**src/rtl/core/ipv6_neighbor_cache_core_defines.svh**
```systemverilog
// Assertion macros for the IPv6 neighbor cache core.
// Each macro expects signals named clk and rst_n in the calling scope.
`ifndef IPV6_NEIGHBOR_CACHE_CORE_DEFINES_SVH
`define IPV6_NEIGHBOR_CACHE_CORE_DEFINES_SVH

// Consequent must hold in the same cycle as the antecedent.
`define IPV6NC_ASSERT_NOW(label, ante, cons) \
    label: assert property (@(posedge clk) disable iff (!rst_n) (ante) |-> (cons)) \
        else $error("ipv6 neighbor cache core: assertion failed");

// Consequent must hold in the cycle after the antecedent.
`define IPV6NC_ASSERT_NEXT(label, ante, cons) \
    label: assert property (@(posedge clk) disable iff (!rst_n) (ante) |=> (cons)) \
        else $error("ipv6 neighbor cache core: assertion failed");

`endif

```
**src/rtl/core/ipv6nc_pkg.sv**
```systemverilog
`timescale 1ns / 1ps

package ipv6nc_pkg;

    // Table geometry
    localparam int NUM_PORTS     = 4;
    localparam int CACHE_ENTRIES = 64;

    // Field widths
    localparam int ACTION_W = 2;
    localparam int PORT_W   = 2;
    localparam int KEY_W    = 64;
    localparam int MAC_W    = 48;
    localparam int STATUS_W = 2;

    // Derived widths
    localparam int PIDX_W = (NUM_PORTS > 1) ? $clog2(NUM_PORTS) : 1;
    localparam int FILL_W = $clog2(CACHE_ENTRIES + 1);

    // Action codes
    localparam logic [ACTION_W-1:0] ACT_LOOKUP  = 2'd0;
    localparam logic [ACTION_W-1:0] ACT_LEARN   = 2'd1;
    localparam logic [ACTION_W-1:0] ACT_SOLICIT = 2'd2;

    // Status codes
    localparam logic [STATUS_W-1:0] ST_MATCH = 2'd0;
    localparam logic [STATUS_W-1:0] ST_ADDED = 2'd1;
    localparam logic [STATUS_W-1:0] ST_MISS  = 2'd2;
    localparam logic [STATUS_W-1:0] ST_FULL  = 2'd3;

    // Query token that walks the cell chain, one cell per cycle
    typedef struct packed {
        logic                valid;
        logic                port_ok;
        logic [ACTION_W-1:0] action;
        logic [PIDX_W-1:0]   port;
        logic [KEY_W-1:0]    key_high;
        logic [KEY_W-1:0]    key_low;
        logic [MAC_W-1:0]    mac_in;
        logic [FILL_W-1:0]   fill;
        logic [FILL_W-1:0]   pos;
        logic                found;
        logic                added;
        logic [MAC_W-1:0]    mac_res;
    } token_t;

    // Port field to table index, zero-extended or truncated as needed
    function automatic logic [PIDX_W-1:0] to_pidx(input logic [PORT_W-1:0] p);
        logic [PIDX_W+PORT_W-1:0] ext;
        ext = {{PIDX_W{1'b0}}, p};
        return ext[PIDX_W-1:0];
    endfunction

endpackage

```
**src/rtl/core/ipv6nc_cell.sv**
```systemverilog
`timescale 1ns / 1ps

// One table slot for every port. The token compares against the slot of its
// port, may update or append it, and moves to the next cell.
module ipv6nc_cell
    import ipv6nc_pkg::*;
(
    input  logic   clk,
    input  logic   rst_n,
    input  token_t tok_in,
    output token_t tok_out
);

    // Slot storage, one entry per port, no reset
    logic [KEY_W-1:0] key_high_reg  [NUM_PORTS];
    logic [KEY_W-1:0] key_low_reg   [NUM_PORTS];
    logic [MAC_W-1:0] mac_reg       [NUM_PORTS];
    logic             reachable_reg [NUM_PORTS];

    logic   valid_reg;
    token_t tok_reg;
    token_t tok_next;

    logic is_learn;
    logic is_solicit;
    logic is_lookup;
    logic in_range;
    logic at_slot;
    logic hit_any;
    logic hit_reach;
    logic wr_update;
    logic wr_append;

    // Match and update decisions for this slot
    always_comb
    begin
        is_learn   = (tok_in.action == ACT_LEARN);
        is_solicit = (tok_in.action == ACT_SOLICIT);
        is_lookup  = !(is_learn || is_solicit);
        in_range   = (tok_in.pos < tok_in.fill);
        at_slot    = (tok_in.pos == tok_in.fill);
        hit_any    = in_range
                     && (key_high_reg[tok_in.port] == tok_in.key_high)
                     && (key_low_reg[tok_in.port] == tok_in.key_low);
        hit_reach  = hit_any && reachable_reg[tok_in.port];

        wr_update = tok_in.valid && tok_in.port_ok && is_learn && !tok_in.found && hit_any;
        wr_append = tok_in.valid && tok_in.port_ok && (is_learn || is_solicit)
                    && !tok_in.found && at_slot;

        tok_next     = tok_in;
        tok_next.pos = tok_in.pos + FILL_W'(1);
        if (tok_in.port_ok && !tok_in.found)
        begin
            if ((is_learn || is_solicit) && hit_any)
            begin
                tok_next.found = 1'b1;
            end
            else if (is_lookup && hit_reach)
            begin
                tok_next.found   = 1'b1;
                tok_next.mac_res = mac_reg[tok_in.port];
            end
            else if ((is_learn || is_solicit) && at_slot)
            begin
                tok_next.added = 1'b1;
            end
        end
    end

    // Slot write: learn refresh or append
    always_ff @(posedge clk)
    begin
        if (wr_update)
        begin
            mac_reg[tok_in.port]       <= tok_in.mac_in;
            reachable_reg[tok_in.port] <= 1'b1;
        end
        else if (wr_append)
        begin
            key_high_reg[tok_in.port]  <= tok_in.key_high;
            key_low_reg[tok_in.port]   <= tok_in.key_low;
            mac_reg[tok_in.port]       <= is_learn ? tok_in.mac_in : '0;
            reachable_reg[tok_in.port] <= is_learn;
        end
    end

    // Token hand-off to the neighbor, payload every cycle
    always_ff @(posedge clk)
    begin
        tok_reg <= tok_next;
    end

    always_ff @(posedge clk or negedge rst_n)
    begin
        if (!rst_n)
        begin
            valid_reg <= 1'b0;
        end
        else
        begin
            valid_reg <= tok_in.valid;
        end
    end

    always_comb
    begin
        tok_out       = tok_reg;
        tok_out.valid = valid_reg;
    end

endmodule

```
**config.mk**
```make
export PLATFORM = sky130hd
export DESIGN_NAME = ipv6nc_cell
export DESIGN_NICKNAME = d
export VERILOG_FILES = /design/src/rtl/core/ipv6_neighbor_cache_core_defines.svh /design/src/rtl/core/ipv6nc_pkg.sv /design/src/rtl/core/ipv6nc_cell.sv
export SDC_FILE = /design/constraint.sdc
export NUM_CORES = 1
export LEC_CHECK = 0
export ABC_CLOCK_PERIOD_IN_PS = 31300
export BUFFER_PORTS_ARGS = -buffer_cell sky130_fd_sc_hd__buf_4
export CORE_ASPECT_RATIO = 1.2
export CORE_MARGIN = 4
export CORE_UTILIZATION = 50
export CTS_CLUSTER_SIZE = 24
export DETAILED_ROUTE_END_ITERATION = 16
export PLACE_DENSITY = 0.77
export SLEW_MARGIN = 25
export SYNTH_ARGS = -nofsm -noshare
export SYNTH_HDL_FRONTEND = slang
export SYNTH_SLANG_ARGS = --single-unit
```
**constraint.sdc**
```tcl
create_clock -name clk -period 31.3 [get_ports clk]
set_input_delay 6.26 -clock clk [delete_from_list [all_inputs] [get_ports clk]]
set_output_delay 6.26 -clock clk [all_outputs]
set_load 0.005 [all_outputs]
```
### Word-level counts from Yosys, hierarchy flattened

Memory sizes are Yosys's and may differ from the RTL's.
Cells that the tools add are included.

* register bits: 246
* memory bits (writable): 708
* bits of input ports: 248
* output and inout port bits: 246
* word-level logic and storage cells: 57
* memories kept: 4

* $add $sub $neg: 1
* order comparisons: 1
* equal/unequal tests: 5
* muxes and demuxes: 15
* bitwise operators: 2
* reduce and logical (&&, ||, !) cells: 17

Memory list
* key_high_reg: words 4, bits a word 64, rd ports 1, clocked after Yosys merged registers in 0, write ports 1, line ipv6nc_cell.sv:15 `logic [KEY_W-1:0] key_high_reg [NUM_PORTS];`
* key_low_reg: words 4, bits a word 64, rd ports 1, clocked after Yosys merged registers in 0, write ports 1, line ipv6nc_cell.sv:16 `logic [KEY_W-1:0] key_low_reg [NUM_PORTS];`
* mac_reg: words 4, bits a word 48, rd ports 1, clocked after Yosys merged registers in 0, write ports 1, line ipv6nc_cell.sv:17 `logic [MAC_W-1:0] mac_reg [NUM_PORTS];`
* reachable_reg: words 4, bits a word 1, rd ports 1, clocked after Yosys merged registers in 0, write ports 1, line ipv6nc_cell.sv:18 `logic reachable_reg [NUM_PORTS];`

Operator list (number)
* $mux W48: 3
* $eq A64 B64 Y1: 2
* $mux W50: 1
* $mux W49: 1
* $logic_and A1 B1 Y1: 14
* $mux W1: 10
* $add A7 B1 Y7 const B: 1
* $eq A7 B7 Y1: 1
* $lt A7 B7 Y1: 1
* $eq A2 B1 Y1 const B: 1
* $eq A2 B2 Y1 const B: 1
* $logic_not A1 Y1: 2
* $or A1 B1 Y1: 2
* $logic_or A1 B1 Y1: 1

### Logic depth before layout (Yosys ltp)

Gate-level depths: netlist (run 1).

* depth after elaboration: 9
* mapped depth: 16
* gate-level depth less buffers: 10

### Worst setup path after synthesis (run 1)

No wires, ideal clock.

* path kind: input to register
* start: in tok_in[241] (netlist bit)
* end: mem key_high_reg[0][0] (enable)
* setup time: 1.296 ns
* arrival: 27.998 ns
* data required time: 30.004 ns
* path slack: 2.006 ns
* cell stages on the path: 11
* buffers on the path: 5
* cells stage by stage: buf_2 buf_2 buf_2 buf_2 clkbuf_1 mux4_2 xnor2_1 nand4_1 nor4_2 and2_1 a2111oi_0

* word-level cells in the longest chain between the ends: 7
* elaborated cells between the ends (all ways): 9
* classes of those cells: eq/ne: 2; mux: 2; reduce/logical: 3; memory: 2

RTL lines
* start: declaration: line ipv6nc_cell.sv:10 `input token_t tok_in,`
* $mem_v2 Z4 W64
* $eq A64 B64 Y1: line ipv6nc_cell.sv:43 `&& (key_high_reg[tok_in.port] == tok_in.key_high)`
* $logic_and A1 B1 Y1: line ipv6nc_cell.sv:43
* $logic_and A1 B1 Y1: line ipv6nc_cell.sv:44 `&& (key_low_reg[tok_in.port] == tok_in.key_low);`
* $logic_and A1 B1 Y1: line ipv6nc_cell.sv:47 `wr_update = tok_in.valid && tok_in.port_ok && is_learn && !tok_in.found && hit_any;`
* $mux W1: line ipv6nc_cell.sv:74 `if (wr_update)`
* $mux W1 (implied by the code): line ipv6nc_cell.sv:81 `key_high_reg[tok_in.port] <= tok_in.key_high;`
* end: declaration: line ipv6nc_cell.sv:15

Parallel ways exist; a longest one is shown, timed or not.

### Worst setup path in the final report (run 1)

* start: in tok_in[240] (netlist bit)
* end: mem key_high_reg[2][2] (enable)

Same word-level chain as after synthesis.

==> results.py, run 1 <==
metrics = {
    "setup_path": {
        "endpoint_kind": "flip-flop",
        "required_ns": 31.54,
        "worst_r2r_path_depth": 10,
        "critPathMaxStageDelay_ns": 0.81,
        "r2r-end": "key_high_reg[2][2]",
        "critical_path.startpoint_type": "primary input",
        "crit_slowest_cell": "buf_4",
        "critPathMostFrequentCell": "buf_4",
        "reg2reg_from": "key_low_reg[3][34]",
        "path_cells": "buf_8 -> buf_4 -> buf_6 -> mux4_2 -> xor2_1 -> a2111oi_0 -> nand4b_1 -> nor4_4 -> and2_1 -> a211oi_4 -> buf_4 -> buf_4",
        "path_max_fanout": 81,
        "arrival_ns": 12.04,
        "r2r_slack_ns": 26.40,
        "criticalPathCategory": "primary input to flip-flop",
    },
    "yosys": {
        "netlist_area_sq_um": 34390,
        "synth_common_cells": "708 x edfxtp_1, 245 x dfxtp_1, 129 x mux2i_1, 124 x mux4_2, 53 x nor2b_1",
        "synth_edf_count": 708,
        "yosysUniqueCellTypes": 64,
        "synthFlopType": "edfxtp_1",
        "async_flop_share_pct": 0.1048,
        "synthDominantCellAreaShare_pct": 61.83,
        "synth_top_area_cell": "edfxtp_1",
        "seq_area_frac_synth_pct": 76.16,
        "synth_fp_nets": 2025,
        "synth_cells": 1768,
        "yosysMostFrequentCell": "edfxtp_1",
        "ys_ff_latch": 954,
        "syn-mean-instance-area_sq_um": 19.45,
        "yosys_warnings": 0,
        "synthTopCellsByArea": "edfxtp_1 62%, dfxtp_1 14%, mux4_2 8.1%",
    },
    "outcome": {
        "status": "finished, final reports clean",
    },
    "layout": {
        "fin_area_sq_um": 42200,
        "drive_gt1_share_pct": 36.12,
        "fill_cells": 4787,
        "fin_nets": 2570,
        "area_growth_pct": 22.71,
    },
    "drt": {
        "dr.pass1.iters": 5,
        "routed_wl_microns": 84050,
        "wl_per_cell_microns": 25.47,
        "via_per_inst": 5.641,
        "drt_iter0_drc": 1619,
        "drc_errors": 0,
        "vias": 18620,
        "ant_nets": 0,
    },
    "worst_hold_path": {
        "min_path_cells": 2,
        "hold_path.class": "flip-flop to flip-flop",
        "hold_end": "tok_out[37]",
        "min_from": "mac_reg[0][37]",
    },
    "place": {
        "numPortBuffers": 493,
        "postPlaceCellArea_sq_um": 39110,
        "gp_congestion": 0.8723,
        "place_hpwl_microns": 56210,
    },
    "clocking": {
        "cts_buffer_depth": 3,
        "clock_latency_ns": 0.65,
        "root_buffer": "clkbuf_16",
        "htree_levels": 3,
        "cts_inserted_buffers": 91,
        "cts_resized": 0,
        "path_clk_slew_ns": 0.06,
        "cts_sinks": 954,
        "ctsHoldBuffers": 0,
        "tritoncts": "done",
        "post_cts_buffers": 0,
    },
    "grt": {
        "track_usage_pct": 22.51,
        "grt_pass1_wl_microns": 122000,
        "antenna_found_initial": 9,
        "grt_pass1_vias": 19340,
        "grt-ovfl-total": 0,
        "grt_max_degree": 97,
    },
    "die": {
        "num_rows": 105,
        "fp.dieH_microns": 295.3,
        "dieArea_sq_um": 73050,
        "core-area_sq_um": 68320,
        "dieWidth_microns": 247.4,
        "start_util_pct": 50.34,
        "io_pins": 494,
    },
    "sta": {
        "period_minus_slack_ns": 11.80,
        "maxSlewHeadroom_pct": 27.56,
        "period_share_pct": 37.70,
        "tns_ns": 0,
        "fin_skew_ns": 0.04046,
        "hold_viol": 0,
        "rsz0062_at_grt": "no",
        "tightest_slew_ns": 1.059,
        "setup_viol": 0,
        "final_max_slew_viol_count": 0,
        "timing.fmax_ghz": 0.08474,
    },
    "pwr": {
        "p_per_area_nw_per_um2": 62.41,
        "p_total_mw": 2.633,
        "peakVddDrop_v": 0.00005774,
        "p_leak_nw": 15.52,
    },
    "run": {
        "max-cap-violations": 0,
    },
}
==> placed cells by master (no fill, tap or decap), types with 4 or more instances in the layout <==
master / n
mux4_2: 124
o22a_1: 4
nor2_1: 14
and3_1: 4
ha_1: 9
mux2_4: 20
mux2i_1: 129
buf_4: 510
xnor2_1: 27
o211ai_1: 7
a22oi_1: 19
nand2_1: 36
clkbuf_1: 12
o2bb2ai_1: 4
xor2_1: 47
o221ai_1: 6
nor4_1: 7
nand2b_1: 8
edfxtp_1: 708
nand4_1: 12
clkinv_2: 14
nor2b_1: 53
a21oi_1: 17
clkinvlp_4: 7
o21ai_0: 6
nand3_1: 9
mux2_2: 38
o22ai_1: 20
inv_1: 37
clkbuf_16: 100
clkinv_1: 12
o2111ai_1: 10
a2111oi_0: 11
inv_6: 4
nor3_1: 5
a22o_1: 6
dfxtp_1: 245
clkbuf_8: 12
a2bb2oi_1: 8
nor2_4: 4
==> how the worst max path moves through the flow <==
stage           startpoint             endpoint  slack (ns)  cells past startpoint
3_5_place_dp   tok_in[240]   key_low_reg[0][63]       18.46                     12
6_report       tok_in[240]   key_high_reg[2][2]       19.50                     12
2_1_floorplan  tok_in[241]   key_high_reg[0][0]        2.01                     11
3_3_place_gp   tok_in[240]  key_high_reg[0][18]       18.52                     13
5_1_grt        tok_in[240]   key_low_reg[2][49]       19.16                     12
4_1_cts        tok_in[240]  key_high_reg[0][43]       19.13                     13
==> metrics by stage <==
stage	hold slack (ns)	cells	util (%)	setup WS, ns
floorplan	0.6575	1768	-	2.006
CTS	0.6934	3297	61.70	19.13
finish	0.6898	3300	61.77	19.50
global route	0.7093	3298	61.76	19.16
global placement	0.6853	3128	57.24	18.52
detailed placement	0.6821	3128	57.25	18.46
==> worst max-delay path: cells and delay by family <==
kind | cells | cell delay (ns)
multiplexers | 1 | 0.60
AND/OR/NAND/NOR | 3 | 1.14
XOR/XNOR | 1 | 0.15
AO/OA/AOI/OAI | 2 | 0.69
buffers and inverters | 5 | 2.98
==> power by group <==
part	leakage [nW]	total, mW	internal, mW	switching [mW]
Sequential	8.45	1.38	1.37	0.00510
Clock	1.49	1.10	0.628	0.468
Combinational	5.58	0.160	0.0772	0.0826
Total	15.5	2.63	2.08	0.556
==> routing by layer <==
metal	GRT usage, %	share of wire (%)	up-vias
met1	28.87	37	9474
met4	7.886	3.3	8
met5	0	0.056	-
met3	5.243	8.7	143
met2	38.02	51	896
li1	-	-	8095
==> logic make-up (layout without fill, tap and decap cells) <==
kind of cell / count (synthesis) / after routing / share of synthesized area, %
flip-flops: 954 / 954 / 76.16
multiplexers: 311 / 311 / 13.99
AND/OR/NAND/NOR: 163 / 163 / 2.642
AO/OA/AOI/OAI: 156 / 156 / 3.486
buffers and inverters: 101 / 722 / 1.503
XOR/XNOR: 74 / 74 / 1.885
adder cells (fa/ha/maj): 9 / 9 / 0.3275
other: 0 / 2 / 0
==> layout make-up <==
type                            instances  area [sq um]  area share, %
Sequential cell                       954         26190          62.07
Inverter                               37         138.9         0.3291
Multi-Input combinational cell        713          7760          18.39
Antenna cell                            2         5.005        0.01186
Clock buffer                          124          2713          6.429
Tap cell                              909          1137          2.695
Timing Repair Buffer                  516          3920          9.290
Clock inverter                         45         331.6         0.7858
Power figures use the tool's default switching activity.
==> run 2, diff against run 1 <==
ABC_AREA = 1   (was unset)
ABC_CLOCK_PERIOD_IN_PS = 10600   (was 31300)
PLACE_DENSITY = 0.8   (was 0.77)
clock period = 10.6 ns   (was 31.3 ns; I/O delays follow)
==> results.py, run 2 <==
metrics = {
    "outcome": {
        "status": "finished, final reports clean",
    },
    "yosys": {
        "synthDominantCellAreaShare_pct": 60.40,
        "seq_area_frac_synth_pct": 74.41,
        "synth_edf_count": 708,
        "async_flop_share_pct": 0.1048,
        "synth_top_area_cell": "edfxtp_1",
        "ys_ff_latch": 954,
        "synth_top_family_by_area": "simple AND/OR/NAND/NOR gates",
        "muxShareOfSynthArea_pct": 0,
        "synth_compound_area_share_pct": 4.386,
        "yosys.area_share.simple_pct": 16.83,
        "netlist_area_sq_um": 35200,
        "yosysUniqueCellTypes": 32,
        "synthFlopType": "edfxtp_1",
        "synthTopCellsByArea": "edfxtp_1 60%, dfxtp_1 14%, nand2_1 12%",
        "yosys_warnings": 0,
        "synth_fp_nets": 3250,
        "synth_common_cells": "1162 x nand2_1, 708 x edfxtp_1, 245 x dfxtp_1, 198 x inv_1, 148 x nor2_1",
        "synthAdderAreaFrac_pct": 0.3199,
        "yosysMostFrequentCell": "nand2_1",
        "synth-xor-area-share_pct": 0.2986,
        "synth_cells": 2993,
        "syn-mean-instance-area_sq_um": 11.76,
    },
    "layout": {
        "final_common_cell": "nand2_1",
        "stdcell_count": 4484,
        "final_cell_mix": "1161 x nand2_1, 708 x edfxtp_1, 511 x buf_4",
        "fin_area_sq_um": 42700,
        "seq_area_sq_um": 26190,
        "drive_gt1_share_pct": 18.60,
        "multi_input_area_sq_um": 7772,
        "fill_cells": 5192,
        "area_growth_pct": 21.32,
        "fin_nets": 3745,
    },
    "run": {
        "max-cap-violations": 0,
    },
    "clocking": {
        "post_cts_buffers": 0,
        "root_buffer": "clkbuf_16",
        "clock_latency_ns": 0.66,
        "cts_resized": 0,
        "htree_levels": 3,
        "cts_buffer_depth": 3,
        "cts_sinks": 954,
        "cts_inserted_buffers": 88,
        "path_clk_slew_ns": 0.07,
        "tritoncts": "done",
        "ctsHoldBuffers": 0,
    },
    "setup_path": {
        "critical_path.startpoint_type": "primary input",
        "path_max_fanout": 76,
        "crit_slowest_cell": "nor2_4",
        "critPathMaxStageDelay_ns": 0.85,
        "criticalPathCategory": "primary input to flip-flop",
        "endpoint_kind": "flip-flop",
        "required_ns": 10.85,
        "path_cells": "buf_6 -> inv_6 -> nor2_4 -> buf_4 -> nand2_1 -> nand3_1 -> nand2_1 -> o21ai_0 -> nor2_1 -> nand2_1 -> nor2_1 -> nand2_1 -> nor2_2 -> nand3_1 -> nand3_1 -> nor2_4 -> buf_4",
        "cp_top_family": "simple AND/OR/NAND/NOR gates",
        "arrival_ns": 7.00,
        "worst-path-buf-inv": 4,
        "critPathMostFrequentCell": "nand2_1",
    },
    "sta": {
        "final_max_slew_viol_count": 0,
        "period_minus_slack_ns": 6.753,
        "tns_ns": 0,
        "fin_skew_ns": 0.05234,
        "setup_viol": 0,
        "timing.fmax_ghz": 0.1481,
        "hold_slack_ns": 0.5519,
        "rsz0062_at_grt": "no",
        "period_share_pct": 63.70,
        "tightest_slew_ns": 1.039,
        "hold_viol": 0,
        "maxSlewHeadroom_pct": 30.75,
    },
    "pwr": {
        "swShare_pct": 21.98,
        "p_total_mw": 7.701,
        "p_per_area_nw_per_um2": 180.3,
        "clockPowerShare_pct": 40.5,
        "peakVddDrop_v": 0.0001580,
        "switchingPower_mw": 1.693,
        "p_leak_nw": 17.91,
        "combPwrFrac_pct": 6.6,
        "internal-power_mw": 6.009,
        "seqPwrFrac_pct": 52.8,
    },
    "worst_hold_path": {
        "hold_path.class": "flip-flop to flip-flop",
    },
    "place": {
        "gp_congestion": 0.8068,
        "post-place-cells": 4315,
        "place_hpwl_microns": 56060,
        "postPlaceCellArea_sq_um": 39800,
        "numPortBuffers": 493,
    },
    "drt": {
        "vias": 23810,
        "wl_per_cell_microns": 19.63,
        "ant_nets": 0,
        "via_per_inst": 5.310,
        "drt_iter0_drc": 2411,
        "routed_wl_microns": 88020,
        "dr.pass1.iters": 6,
        "drc_errors": 0,
    },
    "grt": {
        "grt_pass1_wl_microns": 133200,
        "grt_max_degree": 135,
        "grt-ovfl-total": 0,
        "antenna_found_initial": 5,
        "grt_pass1_vias": 23400,
        "track_usage_pct": 22.80,
    },
    "die": {
        "start_util_pct": 50.46,
        "core-area_sq_um": 69760,
        "dieArea_sq_um": 74720,
        "io_pins": 494,
        "fp.dieH_microns": 298.7,
        "dieWidth_microns": 250.2,
        "num_rows": 106,
    },
}
## run 2: worst paths after layout
| path | start | end | slack (ns) | cells past startpoint |
|---|---|---|---|---|
| setup reg to reg | key_high_reg[3][34] | key_high_reg[1][24] | 6.70 | 16 |
| setup / recovery | tok_in[240] | key_high_reg[1][24] | 3.85 | 17 |
| hold reg to reg | mac_reg[3][43] | tok_out[43] | 0.55 | 2 |
| min in group asynchronous | rst_n | valid_reg | 1.23 | 1 |
| max in group asynchronous | rst_n | valid_reg | 9.29 | 1 |
| hold / removal | mac_reg[3][43] | tok_out[43] | 0.55 | 2 |
## run 2: power groups by stage
stage	Sequential (mW)	Combinational [mW]	Clock (mW)
5_1_grt	4.07	0.560	3.32
2_1_floorplan	4.16	0.213	0
4_1_cts	4.07	0.513	3.16
3_3_place_gp	4.15	0.497	0
3_5_place_dp	4.15	0.509	0
6_report	4.07	0.512	3.12
## run 2: routing by layer
metal  vias up  wire length, microns  GRT usage [%]
met2      1114                 45140          39.81
met5         -                    26              0
met4         4                  2414          7.280
met3       161                  7874          4.335
met1     11440                 32560          28.93
li1      11090                     -              -
## run 2: kinds of logic after synthesis
| kind of cell | count (synthesis) |
|---|---|
| XOR/XNOR | 12 |
| flip-flops | 954 |
| AO/OA/AOI/OAI | 222 |
| AND/OR/NAND/NOR | 1483 |
| buffers and inverters | 313 |
| adder cells (fa/ha/maj) | 9 |
## run 2: final cells by class
| type | instances | area share, % |
|---|---|---|
| Inverter | 201 | 1.784 |
| Clock inverter | 38 | 0.9200 |
| Tap cell | 918 | 2.690 |
| Clock buffer | 128 | 5.822 |
| Sequential cell | 954 | 61.33 |
| Antenna cell | 2 | 0.01172 |
| Multi-Input combinational cell | 1726 | 18.20 |
| Timing Repair Buffer | 517 | 9.244 |
## run 2: tightest hold or removal path, cell delays in order, from the launching register on
cell and delay (ns):
edfxtp_1 0.32, a221oi_1 0.08, o21ai_1 0.12
## run 2: metrics by stage
step | setup slack (ns) | utilization, %
6_report | 3.847 | 61.21
5_1_grt | 3.437 | 61.21
4_1_cts | 3.848 | 61.18
3_5_place_dp | 3.194 | 57.05
3_3_place_gp | 3.118 | 57.02
2_1_floorplan | 1.162 | -
